$ cat src/rtl/rhse_pkg.sv
// Shared types, constants and modular helpers for the rolling hash engine.
package rhse_pkg;

    localparam int HASH_W = 61;
    localparam int IDX_W  = 13;
    localparam int CHR_W  = 8;
    localparam int OP_W   = 3;

    localparam logic [HASH_W-1:0] HMOD = {HASH_W{1'b1}};

    localparam logic [OP_W-1:0] OP_CLEAR  = 3'd0;
    localparam logic [OP_W-1:0] OP_APPEND = 3'd1;
    localparam logic [OP_W-1:0] OP_SUBSTR = 3'd2;
    localparam logic [OP_W-1:0] OP_JOIN   = 3'd3;
    localparam logic [OP_W-1:0] OP_LCP    = 3'd4;

    typedef enum logic [4:0] {
        ACT_NONE,
        ACT_LOAD,
        ACT_CLEAR,
        ACT_ERR,
        ACT_ZERO,
        ACT_APP_RD,
        ACT_APP_MUL1,
        ACT_APP_MUL2,
        ACT_APP_WR,
        ACT_JOIN_RD,
        ACT_JOIN_MUL,
        ACT_JOIN_FIN,
        ACT_SUB_INIT,
        ACT_LCP_INIT,
        ACT_PROBE_A,
        ACT_PROBE_B,
        ACT_SH_RD1,
        ACT_SH_RD2,
        ACT_SH_CAP,
        ACT_SH_FIN,
        ACT_LCP_STEP,
        ACT_LCP_MID,
        ACT_LCP_DONE,
        ACT_PUB
    } t_act;

    typedef struct packed {
        logic [OP_W-1:0] op;
        logic            full;
        logic            bad_a;
        logic            bad_b;
        logic            empty;
        logic            join_bad;
        logic            mul_done;
        logic            lcp_fin;
    } t_dp_st;

    function automatic logic [HASH_W-1:0] canon(input logic [HASH_W-1:0] v);
        return (v == HMOD) ? '0 : v;
    endfunction

    function automatic logic [HASH_W-1:0] madd(input logic [HASH_W-1:0] a,
                                               input logic [HASH_W-1:0] b);
        logic [HASH_W:0] s;
        s = {1'b0, a} + {1'b0, b};
        if (s >= {1'b0, HMOD}) s = s - {1'b0, HMOD};
        return s[HASH_W-1:0];
    endfunction

    function automatic logic [HASH_W-1:0] msub(input logic [HASH_W-1:0] a,
                                               input logic [HASH_W-1:0] b);
        logic [HASH_W:0] t;
        t = {1'b0, a};
        if (a < b) t = t + {1'b0, HMOD};
        t = t - {1'b0, b};
        return t[HASH_W-1:0];
    endfunction

endpackage

$ cat src/rtl/rhse_ctrl.sv
// Controller: sequences table reads, multiplies and the LCP search.
module rhse_ctrl
    import rhse_pkg::*;
(
    input  logic   i_clk,
    input  logic   i_rst_n,
    input  logic   i_valid,
    input  logic   i_stall,
    input  t_dp_st i_st,
    output t_act   o_act,
    output logic   o_stall,
    output logic   o_valid
);
    typedef enum logic [4:0] {
        S_IDLE, S_DEC, S_APP_M1, S_APP_W1, S_APP_W2, S_JOIN_M, S_JOIN_W,
        S_PRB_A, S_PRB_B, S_SH_RD1, S_SH_RD2, S_SH_CAP, S_SH_W,
        S_LCP_STEP, S_LCP_CHK, S_PUB
    } t_state;

    typedef enum logic [1:0] {RET_SUB, RET_A, RET_B} t_ret;

    t_state r_state, n_state;
    t_ret   r_ret, n_ret;
    logic   r_ovalid, n_ovalid;
    logic   pub;
    t_act   act;

    always_comb begin
        n_state = r_state;
        n_ret   = r_ret;
        act     = ACT_NONE;
        pub     = 1'b0;
        case (r_state)
            S_IDLE: begin
                if (i_valid) begin
                    act     = ACT_LOAD;
                    n_state = S_DEC;
                end
            end
            S_DEC: begin
                n_state = S_PUB;
                act     = ACT_ERR;
                case (i_st.op)
                    OP_CLEAR: act = ACT_CLEAR;
                    OP_APPEND: begin
                        if (!i_st.full) begin
                            act     = ACT_APP_RD;
                            n_state = S_APP_M1;
                        end
                    end
                    OP_SUBSTR: begin
                        if (!i_st.bad_a) begin
                            act     = ACT_SUB_INIT;
                            n_ret   = RET_SUB;
                            n_state = S_SH_RD1;
                        end
                    end
                    OP_JOIN: begin
                        if (!i_st.join_bad) begin
                            act     = ACT_JOIN_RD;
                            n_state = S_JOIN_M;
                        end
                    end
                    OP_LCP: begin
                        if (!i_st.bad_a && !i_st.bad_b) begin
                            if (i_st.empty) begin
                                act = ACT_ZERO;
                            end else begin
                                act     = ACT_LCP_INIT;
                                n_state = S_PRB_A;
                            end
                        end
                    end
                    default: act = ACT_ERR;
                endcase
            end
            S_APP_M1: begin
                act     = ACT_APP_MUL1;
                n_state = S_APP_W1;
            end
            S_APP_W1: begin
                if (i_st.mul_done) begin
                    act     = ACT_APP_MUL2;
                    n_state = S_APP_W2;
                end
            end
            S_APP_W2: begin
                if (i_st.mul_done) begin
                    act     = ACT_APP_WR;
                    n_state = S_PUB;
                end
            end
            S_JOIN_M: begin
                act     = ACT_JOIN_MUL;
                n_state = S_JOIN_W;
            end
            S_JOIN_W: begin
                if (i_st.mul_done) begin
                    act     = ACT_JOIN_FIN;
                    n_state = S_PUB;
                end
            end
            S_PRB_A: begin
                act     = ACT_PROBE_A;
                n_ret   = RET_A;
                n_state = S_SH_RD1;
            end
            S_PRB_B: begin
                act     = ACT_PROBE_B;
                n_ret   = RET_B;
                n_state = S_SH_RD1;
            end
            S_SH_RD1: begin
                act     = ACT_SH_RD1;
                n_state = S_SH_RD2;
            end
            S_SH_RD2: begin
                act     = ACT_SH_RD2;
                n_state = S_SH_CAP;
            end
            S_SH_CAP: begin
                act     = ACT_SH_CAP;
                n_state = S_SH_W;
            end
            S_SH_W: begin
                if (i_st.mul_done) begin
                    act = ACT_SH_FIN;
                    case (r_ret)
                        RET_SUB: n_state = S_PUB;
                        RET_A:   n_state = S_PRB_B;
                        default: n_state = S_LCP_STEP;
                    endcase
                end
            end
            S_LCP_STEP: begin
                act     = ACT_LCP_STEP;
                n_state = S_LCP_CHK;
            end
            S_LCP_CHK: begin
                if (i_st.lcp_fin) begin
                    act     = ACT_LCP_DONE;
                    n_state = S_PUB;
                end else begin
                    act     = ACT_LCP_MID;
                    n_state = S_PRB_A;
                end
            end
            S_PUB: begin
                if (!r_ovalid || !i_stall) begin
                    act     = ACT_PUB;
                    pub     = 1'b1;
                    n_state = S_IDLE;
                end
            end
            default: n_state = S_IDLE;
        endcase
        n_ovalid = pub | (r_ovalid & i_stall);
    end

    always_ff @(posedge i_clk) begin
        if (!i_rst_n) begin
            r_state  <= S_IDLE;
            r_ret    <= RET_SUB;
            r_ovalid <= 1'b0;
        end else begin
            r_state  <= n_state;
            r_ret    <= n_ret;
            r_ovalid <= n_ovalid;
        end
    end

    assign o_act   = act;
    assign o_stall = (r_state != S_IDLE);
    assign o_valid = r_ovalid;
endmodule

$ cat config.mk
export PLATFORM = sky130hd
export DESIGN_NAME = rhse_ctrl
export DESIGN_NICKNAME = d
export VERILOG_FILES = /design/src/rtl/rhse_pkg.sv /design/src/rtl/rhse_ctrl.sv
export SDC_FILE = /design/constraint.sdc
export NUM_CORES = 1
export LEC_CHECK = 0
export ABC_AREA = 1
export BUFFER_PORTS_ARGS = -buffer_cell sky130_fd_sc_hd__buf_4
export CORE_ASPECT_RATIO = 1.4
export CORE_MARGIN = 2
export CORE_UTILIZATION = 40
export DETAILED_ROUTE_END_ITERATION = 7
export PLACE_DENSITY = 0.71
export SYNTH_ARGS = -nofsm -noshare
export SYNTH_HDL_FRONTEND = slang
export SYNTH_SLANG_ARGS = --single-unit
export TNS_END_PERCENT = 10
$ cat constraint.sdc
create_clock -name i_clk -period 1.8 [get_ports i_clk]
set_input_delay 0.18 -clock i_clk [delete_from_list [all_inputs] [get_ports i_clk]]
set_output_delay 0.18 -clock i_clk [all_outputs]
set_load 0.02 [all_outputs]
# After elaboration in Yosys (flattened, before gate mapping)
# Index checks and enable logic that the tools add are counted.
[totals]
word_cells = 80
reg_bits = 8
[op_classes]
muxes = 33
n_bitwise = 2
eq_ne = 27
n_reduce_logical = 15
[op_table]
columns = ["operator", "count"]
rows = [
  ["5-bit case mux with 16 select lines", 1],
  ["5-bit case mux with 14 select lines", 1],
  ["4-bit 2-to-1 mux", 11],
  ["5-bit by 4-bit == test with 1-bit output, second input constant", 8],
  ["5-bit 2-to-1 mux", 7],
  ["5-bit by 3-bit == test with 1-bit output, second input constant", 4],
  ["4-bit case mux with 5 select lines", 1],
  ["4-bit case mux with 4 select lines", 1],
  ["5-bit by 2-bit == test with 1-bit output, second input constant", 2],
  ["2-bit != test, second input constant", 5],
  ["3-bit 2-to-1 mux", 3],
  ["3-bit by 2-bit == test with 1-bit output, second input constant", 2],
  ["2-bit 2-to-1 mux", 3],
  ["2-bit case mux with 3 select lines", 1],
  ["3-bit case mux with 2 select lines", 1],
  ["5-bit by 1-bit == test with 1-bit output, second input constant", 1],
  ["5-bit logical NOT", 1],
  ["5-bit AND reduction", 1],
  ["5-bit nonzero test", 1],
  ["1-bit logical NOT", 4],
  ["2-bit by 1-bit != test with 1-bit output, second input constant", 2],
  ["2-bit OR reduction", 2],
  ["3-bit by 1-bit == test with 1-bit output, second input constant", 1],
  ["3-bit == test, second input constant", 1],
  ["other kinds (10)", 12],
]

# Logic depth before layout (Yosys ltp)
# Gate-level depths: netlist of the first run.
[depth]
word_depth = 5
ltp_mapped = 10
ltp_nobuf = 10

# Worst setup path before layout of the first run
# No wires, ideal clock.
[synth_path]
path_type = "reg2out"
start = "register r_state[3]"
end = "output port o_act[2]"
n_path_buf = 0
t_arrival_ns = 1.201
slack_ns = 0.419
path_stages_with_launch = 8
path_cell_list = "dfxtp_1 > nor2_2 > inv_2 > nor2_2 > inv_1 > nor2_1 > nand2_1 > nand4_1"
[synth_between]
elab_chain_len = 2
[synth_lines]
columns = ["element", "line", "source"]
rows = [
  ["from (decl)", "rhse_ctrl.sv:22", "t_state r_state, n_state;"],
  ["from (signal assigned)", "rhse_ctrl.sv:166", "r_state <= n_state;"],
  ["5-bit by 4-bit == test with 1-bit output (tied with other cells)", "rhse_ctrl.sv:33", "case (r_state)"],
  ["5-bit case mux with 16 select lines *", "rhse_ctrl.sv:33", ""],
  ["to (decl)", "rhse_ctrl.sv:10", "output t_act o_act,"],
]
# Mark *: on every way between the ends. The rest lies on a longest branch, timed or not.

# Worst setup path after layout of the first run
[layout_path]
start = "register r_state[3]"
end = "output port o_act[0]"
# The elaborated chain is that of the path after synthesis.

==> results of run 1 <==
metal layers:
| layer | global-route usage (%) | wire, um | up-vias |
|---|---|---|---|
| li1 | - | - | 569 |
| met1 | 21.8 | 967 | 488 |
| met2 | 45.1 | 1500 | 43 |
| met3 | 2.49 | 105 | 16 |
| met4 | 13.8 | 135 | 0 |
| met5 | 0 | 0 | - |
area by class of cell:
class / count / share of cell area [%]
clock buffer: 4 / 2.45
inverter: 30 / 10.5
multi-input combinational: 120 / 55.7
sequential: 7 / 13.5
tap: 21 / 2.45
timing repair buffer: 22 / 15.4
cells by family after synthesis:
family	after synthesis	share of synthesized area, %
buffers and inverters	30	13.7
AO/OA/AOI/OAI	27	18.6
AND/OR/NAND/NOR	93	50.7
flip-flops	7	17.0
power breakdown:
part	total [mW]	internal [mW]	switching (mW)	leakage (nW)
Combinational	1.06	0.414	0.649	0.493
Clock	0.136	0.0842	0.0519	0.0150
Sequential	0.292	0.206	0.0860	0.0586
Total	1.49	0.704	0.787	0.567
per-stage QoR:
| step | instances | setup WS [ns] | utilization, % | hold WS [ns] | cell area, um^2 |
|---|---|---|---|---|---|
| final | 204 | 0.0469 | 55.0 | 0.218 | 1070 |
| after global routing | 204 | -0.0162 | 55.0 | 0.227 | 1070 |
| after CTS | 202 | 0.0252 | 53.2 | 0.214 | 1040 |
| after detailed placement | 198 | 0.137 | 51.2 | 0.467 | 998 |
| after global placement | 198 | 0.106 | 51.2 | 0.463 | 998 |
| after floorplan | 157 | 0.419 | - | 0.343 | 822 |
sequential cells by signal (all words and copies together), names as in the netlist:
name     count
o_valid      1
r_ret        2
r_state      4
placed cells by master, fill, tap and decap left out, drive strengths merged, types with 2 or more instances in the layout:
cell and n:
o211ai 3, nand3 15, dfxtp 7, clkbuf 4, o21ai 11, nor3 2, buf 22, a21oi 10
nand4 9, nor2 22, nand2 43, inv 29
repair_timing:
item,4_1_cts,5_1_grt
buffers inserted,0,2
gates resized for setup,4,7
setup endpoints to repair,4,5
pin swaps,0,1
worst max-delay path, cell delays in order, from the launching register on:
cell	delay, ns
dfxtp_2	0.43
nor2_4	0.07
buf_4	0.15
nand3_1	0.11
o21ai_0	0.13
nor3_1	0.18
nand3_1	0.10
buf_4	0.17
worst paths after layout:
| check | start | endpoint | slack (ns) | cells after the start |
|---|---|---|---|---|
| worst max-delay path | r_state[3]$_SDFFE_PN0P_ | o_act[0] | 0.05 | 7 |
| worst min-delay path | i_stall | o_valid$_SDFF_PN0_ | 0.22 | 3 |
| worst max register to register | r_state[3]$_SDFFE_PN0P_ | r_state[3]$_SDFFE_PN0P_ | 0.34 | 10 |
| worst min register to register | r_ret[1]$_SDFFE_PN0P_ | r_ret[1]$_SDFFE_PN0P_ | 0.47 | 2 |
==> out/qor.tcl, run 1 <==
set qor(nFillCells) 213
set qor(synth.yosys.warnings) 0
set qor(drcViolationCount) 0
set qor(routed_wirelength_mm) 2.71
set qor(ys.flop_type) {dfxtp_1}
set qor(postSynthRegisterBits) 7
set qor(cts.path.max_buffers) 2
set qor(timing_worst_slew_pin_value_ns) 0.469
set qor(setup_total_negative_slack_ns) 0
set qor(synthTopCellsByCount) {nand2_1 (41), inv_1 (22), nor2_1 (19)}
set qor(syn_nets) 171
set qor(hold_fails_final_rpt) 0
set qor(register_area_um2) 145
set qor(detail_route.vias_per_cell) 5.47
set qor(diodes) 0
set qor(worstSetupEndpointType) {output port}
set qor(vias) 1116
set qor(cp_data_required_time_ns) 1.62
set qor(die_y_um) 57.6
set qor(multi_input_area_um2) 597
set qor(ctsHtreeMaxLevel) 1
set qor(synth_enable_flop_cells) 0
set qor(post-route-period-util_pct) 97.4
set qor(grt_util_all_layers_pct) 22.8
set qor(synth_top_cell_area_share_pct) 18.7
set qor(place_congestion) 0.937
set qor(gate_count_after_technology_mapping) 157
set qor(finalPower_mw) 1.49
set qor(tritoncts_buffers) 3
set qor(cts.sinks) 7
set qor(synthToLayoutAreaGrowth_pct) 30.4
set qor(firstDrtPassIters) 4
set qor(ant_nets) 0
set qor(clock_input_transition_at_the_sequential_cells_of_the_worst_setup_and_hold_paths_ns) 0.05
set qor(root_buffer) {clkbuf_4}
set qor(grt_pass1_vias) 1073
set qor(core_area_um2) 1950
set qor(fin_skew_ns) 0.00319
set qor(fp.dieW_um) 42.3
set qor(fmax_mhz) 570
set qor(synth.area.top_cells) {nand2_1 (19%), dfxtp_1 (17%), inv_1 (10%)}
set qor(power-per-cell-area_nw_per_um2) 1390
set qor(placementRows) 19
set qor(initial_antenna_violation_count) 0
set qor(report.final.slew_viol_count) 0
set qor(wl_per_instance_um) 13.3
set qor(top_level_ports) 21
set qor(post-synth-top-area-cell) {nand2_1}
set qor(timing.max_cap.violations) 0
set qor(tritoncts) {yes}
set qor(holdCritPathClass) {primary input to flop}
set qor(synth-seq-area-share_pct) 17.0
set qor(layout_min_cycle_time_ns) 1.75
set qor(worst_ir_drop_vdd_mv) 0.851
set qor(most_common_cell_in_the_netlist) {nand2_1}
set qor(floorplan.initialDensity_pct) 42.2
set qor(drtIter0Drc) 38
set qor(worst-endpoint-arrival_ns) 1.57
set qor(synth_cell_types) 21
set qor(worst_skew_pair.late_latency_ns) 0.25
set qor(detailed_place_hpwl_mm) 2.21
set qor(finalSetupViolations) 0
set qor(grt_pass1_wl_mm) 4.26
set qor(postSynth.asyncResetShare_pct) 0
set qor(grt.overflow.total) 0
set qor(final_layout_size_suffix_gt1_share_pct) 25.7
set qor(p_leak_nw) 0.567
set qor(die-area_um2) 2440
set qor(avgSynthCellArea_um2) 5.24
set qor(outcome) {finished, final reports clean}
set qor(largest_net_degree_at_the_start_of_global_routing) 8
set qor(design.final.nets) 198
set qor(worst_setup_path_start_kind) {flop}
set qor(critical_path.max_fanout) 7
set qor(mappedNetlistArea_um2) 822
set qor(timing.setup.critical_path_class) {flop to output port}
set qor(cts_hold_repair.buffers) 0
set qor(slew-limit-headroom_pct) 68.4
set qor(port-buffer-count) 20
No activity file was read; power rests on OpenSTA's default activity.
==> run 2: changes to the inputs <==
- clock period: 1.8 -> 2 ns (I/O delays scaled with it)
==> run 2 against run 1 <==
  * Combinational power down 16%
  * Setup slack gained 0.13 ns
  * Sequential cell count unchanged
  * Routed wire length is 3.2% lower
  * Die area is the same
  * Via count shrank 0.99%
  * Final cell count shrank 0.98%
  * Clock power down 12%
  * Clock-buffer cell count unchanged
  * Core utilization is 2.1 points lower
  * Final area shrank 3.7%
  * Critical path type unchanged
  * Critical endpoint is now o_act[2]
==> out/qor.tcl, run 2 (synthesis results as in run 1) <==
set qor(layout_common_cells) {nand2_1 (41), inv_1 (22), buf_4 (20)}
set qor(core_area_um2) 1950
set qor(final_layout_size_suffix_gt1_share_pct) 22.1
set qor(fp.dieW_um) 42.3
set qor(firstDrtPassIters) 4
set qor(slew-limit-headroom_pct) 68.1
set qor(layout_min_cycle_time_ns) 1.83
set qor(largest_net_degree_at_the_start_of_global_routing) 8
set qor(most_common_library_cell_in_the_layout_ignoring_fill_and_taps) {nand2_1}
set qor(ff2ff_path_depth) 10
set qor(report.final.slew_viol_count) 0
set qor(timing.critical_path.cells) {nand2_1, nor2_2, inv_1, nor2_1, nand2_1, nand4_1, buf_4}
set qor(cts_hold_repair.buffers) 0
set qor(drcViolationCount) 0
set qor(top_level_ports) 21
set qor(floorplan.initialDensity_pct) 42.2
set qor(worst_ir_drop_vdd_mv) 0.751
set qor(critical_path.max_fanout) 7
set qor(largest_register_ff_count) 4
set qor(p_leak_nw) 0.541
set qor(worst_setup_path_start_kind) {flop}
set qor(worst_skew_pair.late_latency_ns) 0.24
set qor(min_from) {i_stall}
set qor(worstSetupEndpointType) {output port}
set qor(grt_util_all_layers_pct) 22.7
set qor(setup_total_negative_slack_ns) 0
set qor(die-area_um2) 2440
set qor(cp_data_required_time_ns) 1.80
set qor(place_congestion) 0.937
set qor(vias) 1105
set qor(port-buffer-count) 20
set qor(timing.rr.start) {r_state[3]$_SDFFE_PN0P_}
set qor(hold_fails_final_rpt) 0
set qor(worst-endpoint-arrival_ns) 1.63
set qor(grt_pass1_wl_mm) 4.25
set qor(regToRegEndpoint) {r_state[3]$_SDFFE_PN0P_}
set qor(ant_nets) 0
set qor(detail_route.vias_per_cell) 5.47
set qor(slowest_stage) {dfxtp_1}
set qor(clock_input_transition_at_the_sequential_cells_of_the_worst_setup_and_hold_paths_ns) 0.05
set qor(timing_worst_slew_pin_value_ns) 0.473
set qor(detailed_place_hpwl_mm) 2.24
set qor(wl_per_instance_um) 13.0
set qor(power-per-cell-area_nw_per_um2) 1210
set qor(die_y_um) 57.6
set qor(outcome) {finished, final reports clean}
set qor(fin_skew_ns) 0.00408
set qor(initial_antenna_violation_count) 0
set qor(cts.path.max_buffers) 2
set qor(post-route-period-util_pct) 91.4
set qor(design.final.nets) 196
set qor(min_path_cells) 3
set qor(largest_register) {r_state}
set qor(tritoncts) {yes}
set qor(synthToLayoutAreaGrowth_pct) 25.6
set qor(grt.overflow.total) 0
set qor(path_delay_family) {simple AND/OR/NAND/NOR gates}
set qor(holdCritPathClass) {primary input to flop}
set qor(timing.reg2reg.setup_slack_ns) 0.56
set qor(ctsHtreeMaxLevel) 1
set qor(routed_wirelength_mm) 2.62
set qor(min_delay_worst_endpoint) {o_valid$_SDFF_PN0_}
set qor(timing.setup.critical_path_class) {flop to output port}
set qor(grt_pass1_vias) 1103
set qor(top_cell_by_count_worst_path) {nand2_1}
set qor(tritoncts_buffers) 3
set qor(fmax_mhz) 547
set qor(diodes) 0
set qor(placementRows) 19
set qor(drtIter0Drc) 36
set qor(rsz0062_at_grt) {false}
set qor(critPathMaxStageDelay_ns) 0.44
set qor(critical_path_buf_inv_count) 2
set qor(root_buffer) {clkbuf_4}
set qor(cts.sinks) 7
set qor(finalPower_mw) 1.25
set qor(finalSetupViolations) 0
set qor(timing.max_cap.violations) 0
==> run 2: changes by cell type in the layout (fill, tap and decap cells not counted), sizes merged <==
cell  before  now
buf       22   20
==> run 2: how the worst max path moves through the flow <==
stage                       startpoint  cells after the start  slack, ns        to
3_5_place_dp   r_state[3]$_SDFFE_PN0P_                      8       0.30  o_act[2]
3_3_place_gp   r_state[3]$_SDFFE_PN0P_                      8       0.29  o_act[2]
5_1_grt        r_state[0]$_SDFFE_PN0P_                      7      0.009  o_act[2]
2_1_floorplan  r_state[3]$_SDFFE_PN0P_                      7       0.60  o_act[2]
4_1_cts        r_state[3]$_SDFFE_PN0P_                      8       0.03  o_act[2]
6_report       r_state[0]$_SDFFE_PN0P_                      7       0.17  o_act[2]
==> run 2: repair_timing <==
| action | in CTS | in global routing |
|---|---|---|
| setup buffers | 0 | 0 |
| resized for setup | 0 | 3 |
| setup endpoints to repair | 0 | 4 |
==> run 2: tightest hold or removal path: cells and delay by family <==
kind                   cells  cell delay (ns)
and+or+nand+nor            1             0.07
buffers and inverters      1             0.11
AOI/OAI and AO/OA          1             0.06
==> run 2: power breakdown <==
part / switching, mW / total [mW] / leakage (nW) / internal (mW)
Combinational: 0.559 / 0.891 / 0.468 / 0.332
Clock: 0.0448 / 0.120 / 0.0150 / 0.0756
Sequential: 0.0603 / 0.241 / 0.0580 / 0.181
Total: 0.664 / 1.25 / 0.541 / 0.589
==> run 2: final cells by class <==
class	instances	area [um^2]
sequential	7	143
clock buffer	4	26.3
timing repair buffer	20	150
fill	226	917
inverter	30	113
tap	21	26.3
multi-input combinational	120	574
==> run 2: through the flow <==
step / hold WS (ns) / instances / setup WS, ns / utilization [%] / instance area [um^2]
detailed placement: 0.466 / 198 / 0.296 / 51.2 / 998
floorplan: 0.363 / 157 / 0.599 / - / 822
CTS: 0.240 / 202 / 0.0276 / 52.6 / 1020
global route: 0.231 / 202 / 0.00857 / 53.0 / 1030
global placement: 0.463 / 198 / 0.287 / 51.2 / 998
finish: 0.247 / 202 / 0.172 / 53.0 / 1030
==> run 2: metal layers <==
layer	vias to the layer above	wire length, um	GRT usage (%)
met1	493	959	21.7
met5	-	0	0
met3	14	74	2.80
met4	0	135	17.4
met2	36	1450	42.9
li1	562	-	-
